===== config.mk =====
export PLATFORM = sky130hd
export DESIGN_NAME = csfe_cfg
export DESIGN_NICKNAME = d
export VERILOG_FILES = /design/src/hw/rtl/csfe_pkg.sv /design/src/hw/rtl/csfe_cfg.sv
export SDC_FILE = /design/constraint.sdc
export NUM_CORES = 1
export LEC_CHECK = 0
export BUFFER_PORTS_ARGS = -buffer_cell sky130_fd_sc_hd__buf_2
export CAP_MARGIN = 20
export CORE_ASPECT_RATIO = 0.9
export CORE_MARGIN = 2
export CORE_UTILIZATION = 32
export CTS_CLUSTER_SIZE = 24
export DETAILED_ROUTE_END_ITERATION = 16
export PLACE_DENSITY = 0.75
export RECOVER_POWER = 100
export SYNTH_ARGS = -nofsm -noshare
export SYNTH_HDL_FRONTEND = slang
export SYNTH_SLANG_ARGS = --single-unit

===== constraint.sdc =====
create_clock -name i_clk -period 0.8 [get_ports i_clk]
set_input_delay 0.04 -clock i_clk [delete_from_list [all_inputs] [get_ports i_clk]]
set_output_delay 0.04 -clock i_clk [all_outputs]
set_load 0.05 [all_outputs]

===== src/hw/rtl/csfe_pkg.sv =====
// Shared types and constants for the clipped shape fill engine.
// No dependencies; every other file of the block imports this package.
`timescale 1ns / 1ps
package csfe_pkg;

    // Command codes
    localparam logic [2:0] OP_CLEAR = 3'd0;
    localparam logic [2:0] OP_PIXEL = 3'd1;
    localparam logic [2:0] OP_RECT  = 3'd2;
    localparam logic [2:0] OP_TRIUP = 3'd3;
    localparam logic [2:0] OP_TRIDN = 3'd4;
    localparam logic [2:0] OP_DIAM  = 3'd5;
    localparam logic [2:0] OP_READ  = 3'd6;

    // Configuration register indexes (byte address 4 * index)
    localparam logic REG_WIDTH  = 1'b0;
    localparam logic REG_HEIGHT = 1'b1;
    localparam int   PAW        = 3;

    // Character codes
    localparam logic [7:0] DOT_CHAR   = 8'd46;
    localparam logic [7:0] SPACE_CHAR = 8'd32;
    localparam logic [7:0] DIGIT_ZERO = 8'd48;

    // Signed coordinate width: covers origin +/- 254 and origin + 2 * 127
    localparam int CW = 11;
    // Effective canvas size width: 0..256
    localparam int EW = 9;

    typedef struct packed {
        logic [2:0]        opcode;
        logic signed [7:0] pos_x;
        logic signed [7:0] pos_y;
        logic [6:0]        size_w;
        logic [6:0]        size_h;
        logic [7:0]        brush_char;
    } t_cmd;

    typedef struct packed {
        logic [7:0] read_char;
        logic       hit;
    } t_result;

    // Effective (saturated) canvas size
    typedef struct packed {
        logic [EW-1:0] w;
        logic [EW-1:0] h;
    } t_canvas;

    // Command completion from the sequencer to the view stage
    typedef struct packed {
        logic              done;
        logic              is_read;
        logic signed [7:0] pos_x;
        logic signed [7:0] pos_y;
    } t_fin;

    // Remainder by ten of a value below 128, by restoring subtraction
    function automatic logic [3:0] mod10(input logic [6:0] v);
        logic [6:0] t;
        t = v;
        if (t >= 7'd80) t = t - 7'd80;
        if (t >= 7'd40) t = t - 7'd40;
        if (t >= 7'd20) t = t - 7'd20;
        if (t >= 7'd10) t = t - 7'd10;
        return t[3:0];
    endfunction

endpackage


===== src/hw/rtl/csfe_cfg.sv =====
// APB register file for the canvas size, with saturation to the store size.
// Depends on csfe_pkg.
`timescale 1ns / 1ps
module csfe_cfg import csfe_pkg::*; #(
    parameter int MAX_COLS = 64,
    parameter int MAX_ROWS = 64
) (
    input  logic           i_clk,
    input  logic           i_rst_n,
    input  logic           psel,
    input  logic           penable,
    input  logic           pwrite,
    input  logic [PAW-1:0] paddr,
    input  logic [31:0]    pwdata,
    output logic [31:0]    prdata,
    output logic           pready,
    output logic           o_cfg_wr,
    output t_canvas        o_canvas
);

    logic [6:0] r_width;
    logic [6:0] r_height;
    logic       wr;

    assign pready   = 1'b1;
    assign wr       = psel & penable & pwrite;
    assign o_cfg_wr = wr;

    // Take register writes
    always_ff @(posedge i_clk) begin
        if (!i_rst_n) begin
            r_width  <= 7'd64;
            r_height <= 7'd64;
        end else if (wr) begin
            unique case (paddr[2])
                REG_WIDTH:  r_width  <= pwdata[6:0];
                REG_HEIGHT: r_height <= pwdata[6:0];
                default:    ;
            endcase
        end
    end

    // Return register values
    always_comb begin
        prdata = 32'd0;
        unique case (paddr[2])
            REG_WIDTH:  prdata = {25'd0, r_width};
            REG_HEIGHT: prdata = {25'd0, r_height};
            default:    prdata = 32'd0;
        endcase
    end

    // Saturate to the store dimensions
    assign o_canvas.w = ({2'b00, r_width} > EW'(MAX_COLS)) ? EW'(MAX_COLS)
                                                           : {2'b00, r_width};
    assign o_canvas.h = ({2'b00, r_height} > EW'(MAX_ROWS)) ? EW'(MAX_ROWS)
                                                            : {2'b00, r_height};

endmodule


==> results.ini, run 1 <==
[outcome]
outcome = finished, violations left
violations = setup timing

[finish]
final_common_cell = conb_1
drive_gt1_share_pct = 56.4
synthToLayoutAreaGrowth_pct = 55.9
layout.nets = 197
instances_no_fill = 196
layout_common_cells = conb_1 (30), nand2_1 (18), mux2i_1 (14)
antenna_cells = 0

[timing]
final-setup-viol-count = 23
fin_worst_skew_ns = 0
period_needed_ns = 1.14
hold_ws_ns = 0.0189
max_freq_ghz = 0.880
drv_slew = 0
post-route-period-util_pct = 142
hold_viol = 0
rsz0062_at_grt = yes
setup_slack_ns = -0.336
finalSetupTns_ns = -6.22

[route]
maxUsedRoutingLayer = met4
vias = 780
dr.pass1.iters = 4
dr_wl_met3_microns = 186
avgViaCountPerCell = 3.98
drc_errors = 0
wl_per_cell_microns = 11.6
ant_nets = 0
wirelength_mm = 2.27
met2_length_mm = 1.09
drtIter0Drc = 18
wl_met1_microns = 958

[floorplanning]
die-area_sq_mm = 0.00345
die_w_microns = 61.7
core_sq_mm = 0.00279
ioPinCount = 92
die_h_microns = 56.0
core.rowCount = 18
initial_core_util_pct = 34.4

[yosys]
synth_top_area_share_pct = 29.2
ys_warn_count = 0
yosysUniqueCellTypes = 12
synth_area_leaders = dfxtp_1 (29%), buf_4 (23%), mux2i_1 (15%)
syn_area_sq_um = 960
yosysSeqAreaShare_pct = 29.2
synth_largest_area_cell = dfxtp_1
synth_cells = 109
synth_area_per_cell_sq_um = 8.80
ys_seq_elements = 14

[critical_path]
crit_chain = mux2_4 -> buf_6
crit_path_start_kind = register
max_stage_delay_ns = 0.38
required_ns = 0.76
cp_max_fo = 7
critical_path_buf_inv_count = 1
critPathTopFamily = flip-flops
path_class = reg -> out
r2r_start = r_height[6]
r2r_slack_ns = -0.09
r2r_cells = 4
critPathArrivalTime_ns = 1.10
end_kind = output pin
r2r_end = r_height[6]
slowest_stage = dfxtp_4

[power_and_ir_drop]
p_leak_nw = 0.702
finalPower_mw = 1.82
peakVddDrop_v = 0.000462
power.density_mw_per_mm2 = 1220

[job]
maxCapViolCount = 0

[cts]
ctsHoldBuffers = 0
clk_path_buf_depth = 2
insertion_delay_ns = 0.28
clkTransAtPathRegs_ns = 0.09
numCtsBuffers = 3
cts_tree = yes
cts.sinks = 14
root_buffer = clkbuf_4
htree_levels = 1

[hold_path]
hold_depth = 3
min_from = pwdata[5]
hold-path-endpoint = r_width[5]
hp-class = in -> reg

[placed_design]
place_ws_ns = -0.118
port_buffers = 34
dpl.hpwl_mm = 1.60
dp_cells = 188
place_congestion = 0.755

[global_routing]
grt_pass1_vias = 686
grt_pass1_wl_mm = 3.16
gr-total-overflow = 0
gr-usage-all-layers_pct = 12.3
antenna_found_initial = 0
grt_max_degree = 13

==> worst max path at each step <==
stage,startpoint,endpoint,depth (start not counted)
6_report,r_width[6],prdata[6],2
5_1_grt,r_width[6],prdata[6],2
4_1_cts,r_width[6],prdata[6],2
3_5_place_dp,r_width[6],o_canvas[9],3
3_3_place_gp,r_width[6],o_canvas[9],3
2_1_floorplan,r_height[6],o_canvas[0],1
==> flip-flops by register name (all words and copies together) (netlist names) <==
register  cells
r_height      7
r_width       7
==> what timing repair did <==
item / CTS / global route
resized for setup: 59 / 20
setup endpoints to repair: 22 / 23
setup buffers: 3 / 3
cloned: 0 / 0
==> worst reg2reg max path: cells and delay by family (launching register included) <==
kind                   cells  cell delay [ns]
DFF                        1             0.37
muxes                      1             0.07
and+or+nand+nor            1             0.09
buffers and inverters      2             0.25
==> layout make-up <==
type	count	area (sq um)
clock buffer	4	36.3
fill	264	1300
multi-input combinational	87	611
sequential	14	300
tap	40	50.0
timing repair buffer	51	499
==> routing by layer <==
metal	vias up	track usage [%]
li1	381	-
met1	354	15.9
met2	41	19.4
met3	4	2.79
met4	0	4.56
met5	-	0
==> cell usage after synthesis <==
cell / count
conb_1: 2
buf_6: 2
dfxtp_1: 14
nand2_1: 18
nor2b_1: 15
and3_1: 1
mux2i_1: 14
buf_4: 30
mux2_2: 7
and4b_1: 1
nand4_2: 1
clkbuf_1: 4
==> kinds of logic after synthesis <==
group / synth area share, %
DFF: 29.2
and+or+nand+nor: 19.8
buffers and inverters: 27.4
other: 0.783
muxes: 22.8
==> power by group <==
group          internal, mW  leakage [nW]  switching (mW)
Combinational         0.134         0.563           0.446
Clock                 0.277        0.0210           0.243
Sequential            0.709         0.118          0.0142
Total                  1.12         0.702           0.703
==> metrics by stage <==
| step | cell area [sq um] | util [%] |
|---|---|---|
| floorplan | 1110 | - |
| global placement | 1180 | 42.3 |
| detailed placement | 1180 | 42.3 |
| CTS | 1430 | 51.2 |
| global route | 1500 | 53.6 |
| finish | 1500 | 53.6 |
(Power assumes the default switching activity.)
==> run 2: changes to the inputs <==
Settings changed: ABC_CLOCK_PERIOD_IN_PS set to 800, BUFFER_PORTS_ARGS -buffer_cell sky130_fd_sc_hd__buf_2 to -buffer_cell sky130_fd_sc_hd__buf_4.
==> run 2 against run 1 <==
Compared with the run above: the flow still finishes with violations (setup timing); count of clock-buffer cells in the layout is the same; setup slack gained 0.030 ns; sequential share of layout area is essentially flat; first-iteration DRC count grew 78%; global-route usage grew 0.67 points; via count shrank 5.3%; critical path type unchanged; largest cell class unchanged; highest routed layer is now met3.
==> results.ini, run 2 (synthesis gave the netlist of run 1 again) <==
[outcome]
outcome = finished, violations left
violations = setup timing

[finish]
drive_gt1_share_pct = 53.7
antenna_cells = 0
synthToLayoutAreaGrowth_pct = 54.8
nFillCells = 270
layout_common_cells = conb_1 (30), nand2_1 (18), buf_4 (17)
layout.nets = 190
largestRegisters = r_height x7, r_width x7
final_common_cell = conb_1

[critical_path]
path_class = reg -> out
cp_max_fo = 3
end_kind = output pin
required_ns = 0.76
critPathArrivalTime_ns = 1.07
r2r_start = r_width[6]
crit_path_start_kind = register
crit_start = r_width[6]

[cts]
numCtsBuffers = 3
cts_tree = yes
clk_path_buf_depth = 2
htree_levels = 1
clkTransAtPathRegs_ns = 0.09
cts.sinks = 14
root_buffer = clkbuf_4
insertion_delay_ns = 0.27

[route]
drtIter0Drc = 32
avgViaCountPerCell = 3.91
drc_errors = 0
dr.pass1.iters = 4
wirelength_mm = 2.21
vias = 739
ant_nets = 0
wl_per_cell_microns = 11.7

[job]
maxCapViolCount = 0

[hold_path]
min_from = pwdata[2]
hp-class = in -> reg

[placed_design]
dpl.hpwl_mm = 1.69
port_buffers = 34
place_congestion = 0.792

[global_routing]
antenna_found_initial = 0
gr-usage-all-layers_pct = 13.0
grt_pass1_wl_mm = 3.33
gr-total-overflow = 0
grt_pass1_vias = 726
grt_max_degree = 22

[timing]
hold_ws_ns = 0.0303
drv_slew = 0
final-setup-viol-count = 21
max_freq_ghz = 0.904
rsz0062_at_grt = yes
period_needed_ns = 1.11
setup_slack_ns = -0.306
fin_worst_skew_ns = 0
hold_viol = 0
post-route-period-util_pct = 138

[floorplanning]
core_sq_mm = 0.00279
die_w_microns = 61.7
ioPinCount = 92
initial_core_util_pct = 34.4
core.rowCount = 18
die_h_microns = 56.0
die-area_sq_mm = 0.00345

[power_and_ir_drop]
finalPower_mw = 1.82
power_frac_clock_pct = 28.0
pwr-share-seq_pct = 39.7
switching_share_pct = 38.0
peakVddDrop_v = 0.000480
internal_power_mw = 1.13
comb_power_share_pct = 32.3
power.density_mw_per_mm2 = 1230
p_leak_nw = 0.691
p_sw_mw = 0.693

[run 2: cell types whose count changed in the layout (fill, tap and decap cells not counted)]
| cell | previous run | this run |
|---|---|---|
| nor2b_1 | 2 | 3 |
| dfxtp_4 | 2 | 1 |
| dfxtp_2 | 10 | 11 |
| nor2b_2 | 4 | 3 |
| mux2_4 | 3 | 5 |
| buf_12 | 2 | 3 |
| buf_2 | 13 | 0 |
| buf_4 | 13 | 17 |
| clkbuf_2 | 0 | 1 |
| buf_6 | 13 | 14 |
| mux2_2 | 4 | 2 |
| buf_8 | 10 | 9 |
[run 2: critical path, cell delays in order (launching register included)]
cell	delay (ns)
dfxtp_4	0.37
mux2_4	0.27
buf_6	0.15
[run 2: layout make-up]
class / instances / area (sq um) / area share [%]
Timing Repair Buffer: 44 / 485 / 32.7
Multi-Input combinational cell: 87 / 616 / 41.4
Sequential cell: 14 / 298 / 20.1
Clock buffer: 4 / 36.3 / 2.44
Tap cell: 40 / 50.0 / 3.37
[run 2: timing repair]
item                                    in CTS  in global routing
endpoints found under the setup margin      21                 22
hold buffers                                 0                  0
gates resized for setup                     40                 16
cloned                                       0                  0
setup buffers                                1                  0
[run 2: metal layers]
layer	wire, microns	global-route usage (%)	vias up
li1	-	-	366
met1	899	17.3	330
met2	1130	19.8	43
met3	177	3.26	0
met4	0	4.56	0
met5	0	0	-
[run 2: path summary, 6_finish.rpt]
kind | end | slack [ns] | depth (start not counted)
max reg2reg | r_width[6] | 0.02 | 3
max | prdata[6] | -0.31 | 2
min | r_height[2] | 0.03 | 3
min reg2reg | r_height[0] | 0.48 | 2
[run 2: power groups by stage]
| stage | logic [mW] | registers (mW) | clock network (mW) |
|---|---|---|---|
| floorplan | 0.558 | 0.740 | 0 |
| global placement | 0.552 | 0.739 | 0 |
| detailed placement | 0.556 | 0.740 | 0 |
| CTS | 0.580 | 0.726 | 0.523 |
| global route | 0.613 | 0.728 | 0.584 |
| finish | 0.589 | 0.725 | 0.511 |
[run 2: per-stage QoR]
stage                     setup slack [ns]  instances  instance area [sq um]  utilization (%)  TNS [ns]
final                               -0.306        189                   1490             53.2     -5.65
after global routing                -0.350        189                   1490             53.2     -6.72
after CTS                           -0.302        189                   1430             51.2     -5.86
after detailed placement           -0.0664        184                   1250             44.7    -0.943
after global placement             -0.0481        184                   1250             44.7    -0.567
after floorplan                    -0.0486        137                   1110                -    -0.583
==> run 3: changes to the inputs <==
Settings changed: TNS_END_PERCENT set to 50.
==> run 3 against run 2 <==
Compared with the run above: the run still ends with setup timing left; total power shrank 6.8%; combinational power is essentially flat; non-clock buffer count is 3 higher; critical path depth unchanged; critical endpoint unchanged; worst hold slack better by 0.0013 ns; maximum frequency rose by 0.62%.
==> results.ini, run 3 (synthesis gave the netlist of run 1 again) <==
[outcome]
outcome = finished, violations left
violations = setup timing

[cts]
clk_path_buf_depth = 2
root_buffer = clkbuf_4
ctsHoldBuffers = 0
numCtsBuffers = 3
cts.sinks = 14
cts_tree = yes
insertion_delay_ns = 0.27
htree_levels = 1
clkTransAtPathRegs_ns = 0.08
cts_setup_buffers = 0

[route]
avgViaCountPerCell = 3.94
wl_per_cell_microns = 11.3
vias = 752
wirelength_mm = 2.17
ant_nets = 0
dr.pass1.iters = 4
drc_errors = 0
drtIter0Drc = 14

[power_and_ir_drop]
finalPower_mw = 1.70
power.density_mw_per_mm2 = 1170
peakVddDrop_v = 0.000482
p_leak_nw = 0.674

[hold_path]
hold-path-endpoint = r_height[6]
hold_depth = 3
min_from = pwdata[6]
hp-class = in -> reg

[global_routing]
gr-usage-all-layers_pct = 12.3
antenna_found_initial = 0
grt_max_degree = 13
grt_pass1_vias = 687
gr-total-overflow = 0
grt_pass1_wl_mm = 3.15

[timing]
fin_worst_skew_ns = 0
hold_viol = 0
period_needed_ns = 1.10
hold_ws_ns = 0.0316
final-setup-viol-count = 22
post-route-period-util_pct = 137
max_freq_ghz = 0.910
setup_slack_ns = -0.299
drv_slew = 0
rsz0062_at_grt = yes

[finish]
layout.nets = 193
layout_common_cells = conb_1 (30), buf_6 (21), nand2_1 (18)
design_area_sq_mm = 0.00146
drive_gt1_share_pct = 53.6
instances_no_fill = 191
largestRegisters = r_height x7, r_width x7
synthToLayoutAreaGrowth_pct = 51.6
nFillCells = 265
final_common_cell = conb_1
antenna_cells = 0

[placed_design]
placed_area_sq_mm = 0.00126
dp_cells = 188
dpl.hpwl_mm = 1.72
place_congestion = 0.622
port_buffers = 34

[floorplanning]
core_sq_mm = 0.00279
ioPinCount = 92
die_h_microns = 56.0
die-area_sq_mm = 0.00345
initial_core_util_pct = 34.4
die_w_microns = 61.7
core.rowCount = 18

[critical_path]
end_kind = output pin
cp_max_fo = 4
r2r_slack_ns = -0.01
max_stage_delay_ns = 0.37
required_ns = 0.76
path_class = reg -> out
crit_path_start_kind = register
r2r_start = r_height[6]
crit_chain = mux2_4 -> buf_6
critPathTopFamily = flip-flops
critPathArrivalTime_ns = 1.06
r2r_end = r_height[6]
slowest_stage = dfxtp_4
r2r_cells = 3
critical_path_buf_inv_count = 1

[job]
maxCapViolCount = 0

-- run 3: cell count changes in the layout (fill, tap and decap cells not counted), sizes merged --
| cell | change |
|---|---|
| clkbuf | +3 |
| buf | -1 |
-- run 3: metal layers --
metal | track usage (%) | share of wire, % | up-vias
li1 | - | - | 372
met1 | 13.3 | 40 | 337
met2 | 23.0 | 52 | 43
met3 | 2.56 | 8.3 | 0
met4 | 3.65 | 0 | 0
met5 | 0 | 0 | -
-- run 3: worst max-delay path by stage --
stage,start,to,slack [ns],cells past startpoint
2_1_floorplan,r_height[6],o_canvas[0],-0.10,1
4_1_cts,r_height[6],prdata[6],-0.31,2
6_report,r_height[6],prdata[6],-0.30,2
5_1_grt,r_height[6],o_canvas[3],-0.32,3
3_3_place_gp,paddr[2],r_width[5],-0.07,4
3_5_place_dp,paddr[2],r_width[3],-0.09,4
-- run 3: worst reg2reg max path: cells and delay by family (launching register included) --
family | cells | cell delay [ns]
flip-flops | 1 | 0.37
buffers and inverters | 1 | 0.15
AND/OR/NAND/NOR | 1 | 0.11
multiplexers | 1 | 0.07
-- run 3: power breakdown --
group | switching [mW] | leakage [nW] | internal [mW]
sequential | 0.0135 | 0.118 | 0.711
clock | 0.211 | 0.0138 | 0.174
combinational | 0.445 | 0.543 | 0.146
total | 0.670 | 0.674 | 1.03
-- run 3: stage by stage --
step | worst slack [ns] | TNS (ns) | utilization (%)
3_3_place_gp | -0.0659 | -1.03 | 45.3
5_1_grt | -0.322 | -6.21 | 52.1
6_report | -0.299 | -5.45 | 52.1
4_1_cts | -0.308 | -5.88 | 50.3
2_1_floorplan | -0.101 | -1.39 | -
3_5_place_dp | -0.0931 | -1.54 | 45.3
-- run 3: timing repair --
| action | in CTS | in global routing |
|---|---|---|
| endpoints found under the setup margin | 22 | 23 |
| hold endpoints to repair | 0 | 0 |
| resized for setup | 35 | 18 |
| pin swaps | 0 | 0 |
-- run 3: area by class of cell --
cell class / instances / area, sq um / area share (%)
Tap cell: 40 / 50.0 / 3.44
Clock buffer: 3 / 22.5 / 1.55
Multi-Input combinational cell: 87 / 609 / 41.9
Timing Repair Buffer: 47 / 475 / 32.7
Sequential cell: 14 / 298 / 20.5
