[config.mk]
export PLATFORM = sky130hd
export DESIGN_NAME = csfe_seq
export DESIGN_NICKNAME = d
export VERILOG_FILES = /design/src/hw/rtl/csfe_pkg.sv /design/src/hw/rtl/csfe_seq.sv
export SDC_FILE = /design/constraint.sdc
export NUM_CORES = 1
export LEC_CHECK = 0
export BUFFER_PORTS_ARGS = -buffer_cell sky130_fd_sc_hd__buf_2
export CAP_MARGIN = 10
export CORE_MARGIN = 1
export CORE_UTILIZATION = 55
export CTS_CLUSTER_DIAMETER = 100
export CTS_CLUSTER_SIZE = 24
export DETAILED_ROUTE_END_ITERATION = 10
export GPL_ROUTABILITY_DRIVEN = 0
export PLACE_DENSITY_LB_ADDON = 0.15
export SYNTH_ARGS = -nofsm -noshare
export SYNTH_HDL_FRONTEND = slang
export SYNTH_SLANG_ARGS = --single-unit
[constraint.sdc]
create_clock -name i_clk -period 13 [get_ports i_clk]
set_input_delay 0.65 -clock i_clk [delete_from_list [all_inputs] [get_ports i_clk]]
set_output_delay 0.65 -clock i_clk [all_outputs]
set_load 0.03 [all_outputs]
[src/hw/rtl/csfe_pkg.sv]
// Shared types and constants for the clipped shape fill engine.
// No dependencies; every other file of the block imports this package.
`timescale 1ns / 1ps
package csfe_pkg;

    // Command codes
    localparam logic [2:0] OP_CLEAR = 3'd0;
    localparam logic [2:0] OP_PIXEL = 3'd1;
    localparam logic [2:0] OP_RECT  = 3'd2;
    localparam logic [2:0] OP_TRIUP = 3'd3;
    localparam logic [2:0] OP_TRIDN = 3'd4;
    localparam logic [2:0] OP_DIAM  = 3'd5;
    localparam logic [2:0] OP_READ  = 3'd6;

    // Configuration register indexes (byte address 4 * index)
    localparam logic REG_WIDTH  = 1'b0;
    localparam logic REG_HEIGHT = 1'b1;
    localparam int   PAW        = 3;

    // Character codes
    localparam logic [7:0] DOT_CHAR   = 8'd46;
    localparam logic [7:0] SPACE_CHAR = 8'd32;
    localparam logic [7:0] DIGIT_ZERO = 8'd48;

    // Signed coordinate width: covers origin +/- 254 and origin + 2 * 127
    localparam int CW = 11;
    // Effective canvas size width: 0..256
    localparam int EW = 9;

    typedef struct packed {
        logic [2:0]        opcode;
        logic signed [7:0] pos_x;
        logic signed [7:0] pos_y;
        logic [6:0]        size_w;
        logic [6:0]        size_h;
        logic [7:0]        brush_char;
    } t_cmd;

    typedef struct packed {
        logic [7:0] read_char;
        logic       hit;
    } t_result;

    // Effective (saturated) canvas size
    typedef struct packed {
        logic [EW-1:0] w;
        logic [EW-1:0] h;
    } t_canvas;

    // Command completion from the sequencer to the view stage
    typedef struct packed {
        logic              done;
        logic              is_read;
        logic signed [7:0] pos_x;
        logic signed [7:0] pos_y;
    } t_fin;

    // Remainder by ten of a value below 128, by restoring subtraction
    function automatic logic [3:0] mod10(input logic [6:0] v);
        logic [6:0] t;
        t = v;
        if (t >= 7'd80) t = t - 7'd80;
        if (t >= 7'd40) t = t - 7'd40;
        if (t >= 7'd20) t = t - 7'd20;
        if (t >= 7'd10) t = t - 7'd10;
        return t[3:0];
    endfunction

endpackage

[src/hw/rtl/csfe_seq.sv]
// Command sequencer: clearing sweep, row/column walk of clipped shapes, reads.
// Depends on csfe_pkg; drives the ports of csfe_store.
`timescale 1ns / 1ps
module csfe_seq import csfe_pkg::*; #(
    parameter int MAX_COLS = 64,
    parameter int MAX_ROWS = 64,
    parameter int AW       = 12
) (
    input  logic          i_clk,
    input  logic          i_rst_n,
    input  logic          i_start,
    output logic          o_busy,
    input  t_cmd          i_cmd,
    input  logic          i_cfg_wr,
    input  t_canvas       i_canvas,
    output logic          o_we,
    output logic [AW-1:0] o_waddr,
    output logic [7:0]    o_wdata,
    output logic          o_re,
    output logic [AW-1:0] o_raddr,
    output t_fin          o_fin
);

    localparam int DEPTH = MAX_COLS * MAX_ROWS;
    localparam int RW    = $clog2(MAX_ROWS);
    localparam int CLW   = $clog2(MAX_COLS);
    localparam logic signed [CW-1:0] ONE = 1;

    localparam logic [2:0] ST_IDLE  = 3'd0;
    localparam logic [2:0] ST_CLEAR = 3'd1;
    localparam logic [2:0] ST_ROW   = 3'd2;
    localparam logic [2:0] ST_COL   = 3'd3;
    localparam logic [2:0] ST_RDA   = 3'd4;
    localparam logic [2:0] ST_DONE  = 3'd5;

    logic [2:0]           r_state,  n_state;
    logic [AW-1:0]        r_cnt,    n_cnt;
    logic                 r_report, n_report;
    logic                 r_is_read, n_is_read;
    logic                 r_rect,   n_rect;
    logic                 r_down,   n_down;
    logic                 r_diam,   n_diam;
    logic signed [CW-1:0] r_ox,     n_ox;
    logic signed [CW-1:0] r_row,    n_row;
    logic [6:0]           r_half,   n_half;
    logic [7:0]           r_i,      n_i;
    logic [7:0]           r_nrows,  n_nrows;
    logic [6:0]           r_sh,     n_sh;
    logic [6:0]           r_sw,     n_sw;
    logic [7:0]           r_brush,  n_brush;
    logic signed [CW-1:0] r_col,    n_col;
    logic signed [CW-1:0] r_col_hi, n_col_hi;
    logic [AW-1:0]        r_base,   n_base;
    logic signed [7:0]    r_px,     n_px;
    logic signed [7:0]    r_py,     n_py;

    logic signed [CW-1:0] w_s, h_s, half_s, sw_s;
    logic signed [CW-1:0] lo, hi, lo_c, hi_c;
    logic signed [CW-1:0] row_m1, col_m1, px_m1, py_m1;
    logic signed [CW-1:0] px_s, py_s;
    logic                 row_ok, last_row;
    logic [AW-1:0]        row_base;

    assign o_busy = (r_state != ST_IDLE) | i_cfg_wr;

    // Clip the current row's span to the canvas
    always_comb begin
        w_s    = $signed(CW'(i_canvas.w));
        h_s    = $signed(CW'(i_canvas.h));
        half_s = $signed(CW'(r_half));
        sw_s   = $signed(CW'(r_sw));
        if (r_rect) begin
            lo = r_ox;
            hi = r_ox + sw_s - ONE;
        end else begin
            lo = r_ox - half_s;
            hi = r_ox + half_s;
        end
        lo_c     = (lo < ONE) ? ONE : lo;
        hi_c     = (hi > w_s) ? w_s : hi;
        row_ok   = (r_row >= ONE) && (r_row <= h_s) && (lo_c <= hi_c);
        last_row = (r_i == r_nrows - 8'd1);
        row_m1   = r_row - ONE;
        row_base = AW'(row_m1[RW-1:0]) * AW'(MAX_COLS);
        col_m1   = r_col - ONE;
        px_s     = CW'(i_cmd.pos_x);
        py_s     = CW'(i_cmd.pos_y);
        px_m1    = CW'(r_px) - ONE;
        py_m1    = CW'(r_py) - ONE;
    end

    // Drive the store ports
    always_comb begin
        o_we    = 1'b0;
        o_waddr = r_base + AW'(col_m1[CLW-1:0]);
        o_wdata = r_brush;
        if (r_state == ST_CLEAR) begin
            o_we    = 1'b1;
            o_waddr = r_cnt;
            o_wdata = DOT_CHAR;
        end else if (r_state == ST_COL) begin
            o_we = 1'b1;
        end
        o_re    = (r_state == ST_RDA);
        o_raddr = AW'(py_m1[RW-1:0]) * AW'(MAX_COLS) + AW'(px_m1[CLW-1:0]);
    end

    assign o_fin.done    = (r_state == ST_DONE);
    assign o_fin.is_read = r_is_read;
    assign o_fin.pos_x   = r_px;
    assign o_fin.pos_y   = r_py;

    // Next-state logic
    always_comb begin
        n_state   = r_state;
        n_cnt     = r_cnt;
        n_report  = r_report;
        n_is_read = r_is_read;
        n_rect    = r_rect;
        n_down    = r_down;
        n_diam    = r_diam;
        n_ox      = r_ox;
        n_row     = r_row;
        n_half    = r_half;
        n_i       = r_i;
        n_nrows   = r_nrows;
        n_sh      = r_sh;
        n_sw      = r_sw;
        n_brush   = r_brush;
        n_col     = r_col;
        n_col_hi  = r_col_hi;
        n_base    = r_base;
        n_px      = r_px;
        n_py      = r_py;

        unique case (r_state)
            ST_IDLE: begin
                if (i_start) begin
                    // Latch the command and set up the walk
                    n_is_read = (i_cmd.opcode == OP_READ);
                    n_px      = i_cmd.pos_x;
                    n_py      = i_cmd.pos_y;
                    n_brush   = i_cmd.brush_char;
                    n_sh      = i_cmd.size_h;
                    n_sw      = i_cmd.size_w;
                    n_ox      = px_s + ONE;
                    n_row     = py_s + ONE;
                    n_half    = 7'd0;
                    n_i       = 8'd0;
                    n_rect    = 1'b0;
                    n_down    = 1'b0;
                    n_diam    = 1'b0;
                    n_nrows   = {1'b0, i_cmd.size_h};
                    case (i_cmd.opcode)
                        OP_CLEAR: begin
                            n_cnt    = '0;
                            n_report = 1'b1;
                        end
                        OP_PIXEL: begin
                            n_ox    = px_s;
                            n_row   = py_s;
                            n_sw    = 7'd1;
                            n_rect  = 1'b1;
                            n_nrows = 8'd1;
                        end
                        OP_RECT: begin
                            n_rect = 1'b1;
                            if (i_cmd.size_w == 7'd0) n_nrows = 8'd0;
                        end
                        OP_TRIDN: n_down = 1'b1;
                        OP_DIAM: begin
                            n_diam  = 1'b1;
                            n_nrows = {i_cmd.size_h, 1'b0} + 8'd1;
                        end
                        default: ;
                    endcase
                    case (i_cmd.opcode) inside
                        OP_CLEAR: n_state = ST_CLEAR;
                        OP_READ:  n_state = ST_RDA;
                        OP_PIXEL, OP_RECT, OP_TRIUP, OP_TRIDN, OP_DIAM:
                            n_state = (n_nrows == 8'd0) ? ST_DONE : ST_ROW;
                        default:  n_state = ST_DONE;
                    endcase
                end
            end
            ST_CLEAR: begin
                // Sweep the whole store with dots
                n_cnt = r_cnt + AW'(1);
                if (r_cnt == AW'(DEPTH - 1)) begin
                    n_state = r_report ? ST_DONE : ST_IDLE;
                end
            end
            ST_ROW: begin
                if (row_ok) begin
                    n_col    = lo_c;
                    n_col_hi = hi_c;
                    n_base   = row_base;
                    n_state  = ST_COL;
                end else if (last_row) begin
                    n_state = ST_DONE;
                end else begin
                    n_i    = r_i + 8'd1;
                    n_row  = r_down ? r_row - ONE : r_row + ONE;
                    n_half = (r_diam && r_i >= {1'b0, r_sh}) ? r_half - 7'd1
                                                             : r_half + 7'd1;
                end
            end
            ST_COL: begin
                // One cell per cycle; advance row at span end
                n_col = r_col + ONE;
                if (r_col == r_col_hi) begin
                    if (last_row) begin
                        n_state = ST_DONE;
                    end else begin
                        n_state = ST_ROW;
                        n_i     = r_i + 8'd1;
                        n_row   = r_down ? r_row - ONE : r_row + ONE;
                        n_half  = (r_diam && r_i >= {1'b0, r_sh}) ? r_half - 7'd1
                                                                  : r_half + 7'd1;
                    end
                end
            end
            ST_RDA:  n_state = ST_DONE;
            ST_DONE: n_state = ST_IDLE;
            default: n_state = ST_IDLE;
        endcase

        // A resize restarts the clearing sweep
        if (i_cfg_wr) begin
            n_state  = ST_CLEAR;
            n_cnt    = '0;
            n_report = (r_state == ST_CLEAR) && r_report;
        end
    end

    // Control registers
    always_ff @(posedge i_clk) begin
        if (!i_rst_n) begin
            r_state  <= ST_CLEAR;
            r_cnt    <= '0;
            r_report <= 1'b0;
        end else begin
            r_state  <= n_state;
            r_cnt    <= n_cnt;
            r_report <= n_report;
        end
    end

    // Walk registers
    always_ff @(posedge i_clk) begin
        r_is_read <= n_is_read;
        r_rect    <= n_rect;
        r_down    <= n_down;
        r_diam    <= n_diam;
        r_ox      <= n_ox;
        r_row     <= n_row;
        r_half    <= n_half;
        r_i       <= n_i;
        r_nrows   <= n_nrows;
        r_sh      <= n_sh;
        r_sw      <= n_sw;
        r_brush   <= n_brush;
        r_col     <= n_col;
        r_col_hi  <= n_col_hi;
        r_base    <= n_base;
        r_px      <= n_px;
        r_py      <= n_py;
    end

endmodule

==> flow_metrics.tcl, run 1 <==
set metrics [dict create \
    portBuffers 115 \
    multiInputGateArea_mm2 0.005323 \
    clock_path_buffers 2 \
    slowest_stage "a21oi_1" \
    tightestPinTransition_ns 0.9915 \
    synthCells 1025 \
    dp.cells 1335 \
    drt_wl_total_um 21180 \
    synthTopCellsByArea "edfxtp_1 35%, ha_1 11%, xnor2_1 4.9%" \
    clock_latency_ns 0.42 \
    syn_area_per_cell_um2 9.335 \
    fin_crit_sh 0.5342 \
    row_count 47 \
    first_iter_violations 401 \
    antenna_found_initial 0 \
    status "completed" \
    drive_gt1_frac 0.1613 \
    critical_path.top_delay_family "compound AO/OA/AOI/OAI gates" \
    grt_overflow_total 0 \
    dp_hpwl_um 16410 \
    p_per_area_mw_per_mm2 88.28 \
    core_mm2 0.01676 \
    clk_transition_reported_paths_ns 0.05 \
    async_flop_share 0 \
    tns_ns 0 \
    synth_edf_count 113 \
    finalSetupViolCount 0 \
    synth_cell_type_count 79 \
    crit_buf_inv 3 \
    hold_viol 0 \
    endpoint_kind "flop" \
    synth_nets 1177 \
    cts_setup_buffers 0 \
    initial_utilization 0.5709 \
    cp_data_arrival_time_ns 6.98 \
    syn_to_final_growth_pct 14.23 \
    max_cap_violations 0 \
    fin_crit_ns 6.945 \
    ff_latch_area_mm2 0.003714 \
    ys_seq_area_frac 0.3881 \
    via_per_inst 5.549 \
    num_antenna_cells 0 \
    max_freq_ghz 0.1440 \
    drv_slew 0 \
    rsz0062_at_grt "false" \
    ios 116 \
    numCtsBuffers 17 \
    synth_largest_area_cell "edfxtp_1" \
    hp-class "in -> reg" \
    cp.required_ns 13.03 \
    yosysMostFrequentCell "edfxtp_1" \
    grt_pass1_vias 7158 \
    die_w_um 133.9 \
    slowest_delay_ns 0.81 \
    cts-htree-levels 4 \
    fin_nets 1286 \
    synthFlopType "edfxtp_1" \
    grt_pass1_wl_um 34900 \
    syn_area_mm2 0.009568 \
    grt_start_max_net_pins 32 \
    vias 7586 \
    num-fill-cells 1451 \
    fp.dieH_um 133.9 \
    slew_headroom 0.3390 \
    stdcell_count 1367 \
    antenna_left 0 \
    cts_tree "yes" \
    firstDrtPassIters 5 \
    ys_ff_latch 129 \
    cts-root-buf "clkbuf_16" \
    cp_common_cell "ha_1" \
    cts_resized 0 \
    wl_per_cell_um 15.49 \
    holdBufCountCts 0 \
    skew_ns 0.006890 \
    synthTopCellsByCount "113 x edfxtp_1, 101 x inv_1, 99 x nand2_1, 89 x nor2_1, 85 x ha_1" \
    leakagePower_uw 0.004555 \
    synth_warnings 0 \
    ir_worst_vdd_mv 0.08946 \
    clock-sinks 129 \
    drc 0 \
    yosys.area.top_type_share 0.3546 \
    die_area_mm2 0.01793 \
    cp_max_fo 17 \
    start_kind "flop" \
    grtUsageTotal 0.2465 \
    path_class "reg -> reg" \
]
[through the flow]
stage	power, uW	setup WS, ns	utilization	hold slack, ns	area [um2]
2_1_floorplan	480.1	6.243	-	0.4581	9568
3_3_place_gp	499.2	6.250	0.6175	0.4744	10350
3_5_place_dp	500.1	6.077	0.6175	0.4855	10350
4_1_cts	971.3	6.063	0.6521	0.3971	10930
5_1_grt	994.7	5.495	0.6521	0.3970	10930
6_report	964.8	6.055	0.6521	0.4089	10930
[layout by cell type, fill, tap and decap left out, types with 7 or more instances in the layout]
cell	count
o21ai_0	56
edfxtp_1	113
dfxtp_1	16
and2_1	8
xor2_1	47
nor2_1	89
nand3_1	21
mux2_2	8
mux2i_1	14
nor3_1	29
nor4_1	8
clkbuf_16	17
inv_1	101
or3_1	10
nand4_1	11
nor2b_1	22
a21oi_1	42
buf_4	10
o211ai_1	7
buf_2	115
nand2b_1	11
and3_1	7
xnor2_1	53
nor3b_1	8
ha_1	85
a21o_1	7
nand2_1	99
[metal layers]
layer	part of all wire	track usage	wire, um	vias up
met4	0.013	0.07323	279	0
met3	0.047	0.03212	1002	15
li1	-	-	-	3845
met5	0	0	0	-
met2	0.47	0.4070	10010	187
met1	0.47	0.3378	9885	3539
[layout make-up]
class                           instances  share of cell area
Clock buffer                           23             0.04098
Clock inverter                          9             0.01214
Inverter                              103             0.03538
Multi-Input combinational cell        758              0.4870
Sequential cell                       129              0.3398
Tap cell                              220             0.02519
Timing Repair Buffer                  125             0.05953
[power by group]
group          switching [uW]  leakage, uW  internal [uW]
clock network             172     0.000276            302
logic                    23.3      0.00311           19.0
registers               0.352      0.00117            449
total                     195      0.00455            769
[registers in the layout, summed over array words and instances, names as in the netlist, 6 cells and up]
signal	count
r_cnt	12
r_col	11
r_col_hi	11
r_row	11
r_ox	9
r_brush	8
r_i	8
r_nrows	8
r_px	8
r_py	8
r_half	7
r_sh	7
r_sw	7
r_base	6
[path summary, 6_finish.rpt]
kind	start	cells past startpoint	slack, ns	to
worst max-delay path	r_ox[1]	25	6.06	r_col[7]
worst min-delay path	i_cmd[3]	1	0.41	r_brush[3]
worst max register to register	r_ox[1]	25	6.06	r_col[7]
worst min register to register	r_cnt[9]	2	0.49	r_cnt[9]
[kinds of logic (layout without fill, tap and decap cells)]
group	count (synthesis)	in the layout	share of synthesized area
compound gates	192	192	0.1367
xor+xnor	100	100	0.09154
fa+ha+maj	89	89	0.1195
buf+inv	138	260	0.05728
flops	129	129	0.3881
mux	23	23	0.02563
simple gates	354	354	0.1812
Note: power is estimated with default switching activity, not from simulation.
==> inputs of run 2 (changes only) <==
CORE_UTILIZATION = 54   (was 55)
clock period = 5.8 ns   (was 13 ns; I/O delays follow)
==> flow_metrics.tcl, run 2 (synthesis gave the netlist of run 1 again) <==
set metrics [dict create \
    row_count 48 \
    cp_max_fo 11 \
    ir_worst_vdd_mv 0.2135 \
    clock_latency_ns 0.42 \
    vias 7854 \
    antenna_found_initial 0 \
    start_kind "flop" \
    power_frac_seq 0.484 \
    dp_hpwl_um 16850 \
    stdcell_count 1413 \
    fin_crit_sh 0.9926 \
    holdBufCountCts 0 \
    finalSetupViolCount 0 \
    p_int_uw 1598 \
    use_met1 0.3331 \
    via_per_inst 5.558 \
    portBuffers 115 \
    slowest_stage "a2111o_1" \
    cts_tree "yes" \
    hold_viol 0 \
    firstDrtPassIters 5 \
    wl_per_cell_um 15.86 \
    fin_nets 1327 \
    final.setup.worst_slack_ns 0.04290 \
    rsz0062_at_grt "true" \
    final_common_cell "buf_2" \
    clock_path_buffers 2 \
    whs_ns 0.03972 \
    fin_crit_ns 5.757 \
    largest_register_ffs 12 \
    p_per_area_mw_per_mm2 181.2 \
    clock-sinks 129 \
    cp.required_ns 5.94 \
    cts-htree-levels 4 \
    drive_gt1_frac 0.2231 \
    status "completed" \
    layout_common_cells "115 x buf_2, 113 x edfxtp_1, 98 x nand2_1" \
    grt_pass1_wl_um 35950 \
    num_antenna_cells 0 \
    die_w_um 135.1 \
    endpoint_kind "flop" \
    cts-root-buf "clkbuf_16" \
    fp.dieH_um 135.1 \
    top_usage_layer "met2" \
    drv_slew 0 \
    max_freq_ghz 0.1737 \
    first_iter_violations 501 \
    grt_start_max_net_pins 52 \
    grt_use_met3 0.03829 \
    slowest_delay_ns 0.46 \
    p_sw_uw 483.3 \
    p_clk_frac 0.469 \
    tightestPinTransition_ns 0.8467 \
    p_comb_frac 0.048 \
    antenna_left 0 \
    initial_utilization 0.5532 \
    grt_pass1_vias 7406 \
    skew_ns 0.007827 \
    largest-register "r_cnt" \
    grtUsageTotal 0.2534 \
    grt_use_met2 0.4236 \
    ios 116 \
    slew_headroom 0.4282 \
    leakagePower_uw 0.004792 \
    die_area_mm2 0.01825 \
    syn_to_final_growth_pct 20.06 \
    switching_share 0.2322 \
    numCtsBuffers 17 \
    hp-class "in -> reg" \
    cp_data_arrival_time_ns 5.90 \
    pre_cts_slack_ns -0.2923 \
    grt_overflow_total 0 \
    drc 0 \
    clk_transition_reported_paths_ns 0.06 \
    core_mm2 0.01730 \
    drt_wl_total_um 22410 \
    path_class "reg -> reg" \
    finalPower_uw 2082 \
    max_cap_violations 0 \
    dp.cells 1371 \
]
-- run 2: cell types whose count changed in the layout (fill, tap and decap cells not counted), moves of 6 or more --
cell      change
clkbuf_1      -6
inv_1         -6
o21ai_0       -7
ha_4          +8
buf_4        +34
ha_1          -9
-- run 2: metrics by stage --
| step | TNS (ns) | utilization | area, um2 |
|---|---|---|---|
| finish | 0 | 0.6641 | 11490 |
| global route | -6.121 | 0.6641 | 11490 |
| CTS | -0.1640 | 0.6542 | 11320 |
| detailed placement | -12.54 | 0.6176 | 10680 |
| global placement | -2.142 | 0.6176 | 10680 |
| floorplan | 0 | - | 9643 |
-- run 2: power groups by stage --
| stage | combinational [uW] | clock [uW] | sequential, uW |
|---|---|---|---|
| finish | 98.9 | 976 | 1010 |
| global route | 111 | 1030 | 1010 |
| CTS | 98.0 | 987 | 1010 |
| detailed placement | 95.9 | 0 | 1030 |
| global placement | 93.7 | 0 | 1030 |
| floorplan | 50.1 | 0 | 1030 |
-- run 2: path summary, 6_finish.rpt --
| path | from | end | slack [ns] | depth (start not counted) |
|---|---|---|---|---|
| max | r_ox[2] | r_col_hi[6] | 0.04 | 28 |
| min | i_cmd[1] | r_brush[1] | 0.04 | 1 |
| max reg2reg | r_ox[2] | r_col_hi[6] | 0.04 | 28 |
| min reg2reg | r_cnt[9] | r_cnt[9] | 0.52 | 2 |
-- run 2: final cells by class --
class | instances | area, um2
fillers | 1403 | 5809
multi-input cells | 758 | 5542
flip-flops and latches | 129 | 3714
repair buffers | 166 | 1027
clock buffers | 17 | 425.4
inverters | 103 | 389.1
well taps | 225 | 281.5
clock inverters | 15 | 108.9
-- run 2: layer usage --
metal  vias to the layer above  share of wire
met4                         0          0.020
met5                         -              0
met2                       225           0.48
met3                        37          0.049
li1                       3922              -
met1                      3670           0.45
-- run 2: repair_timing --
item | in CTS | in global routing
cloned | 1 | 0
pin swaps | 7 | 24
buffers inserted | 5 | 5
setup endpoints to repair | 57 | 57
resized for setup | 4 | 30
-- run 2: critical path, delay by kind of cell (launching register included) --
family                   cells  cell delay [ns]
multiplexers                 1             0.36
flip-flops                   1             0.40
AND/OR/NAND/NOR              3             0.47
XOR/XNOR                     1             0.16
buffers and inverters        8             0.99
adder cells (fa/ha/maj)      4             0.94
AO/OA/AOI/OAI               11             2.14
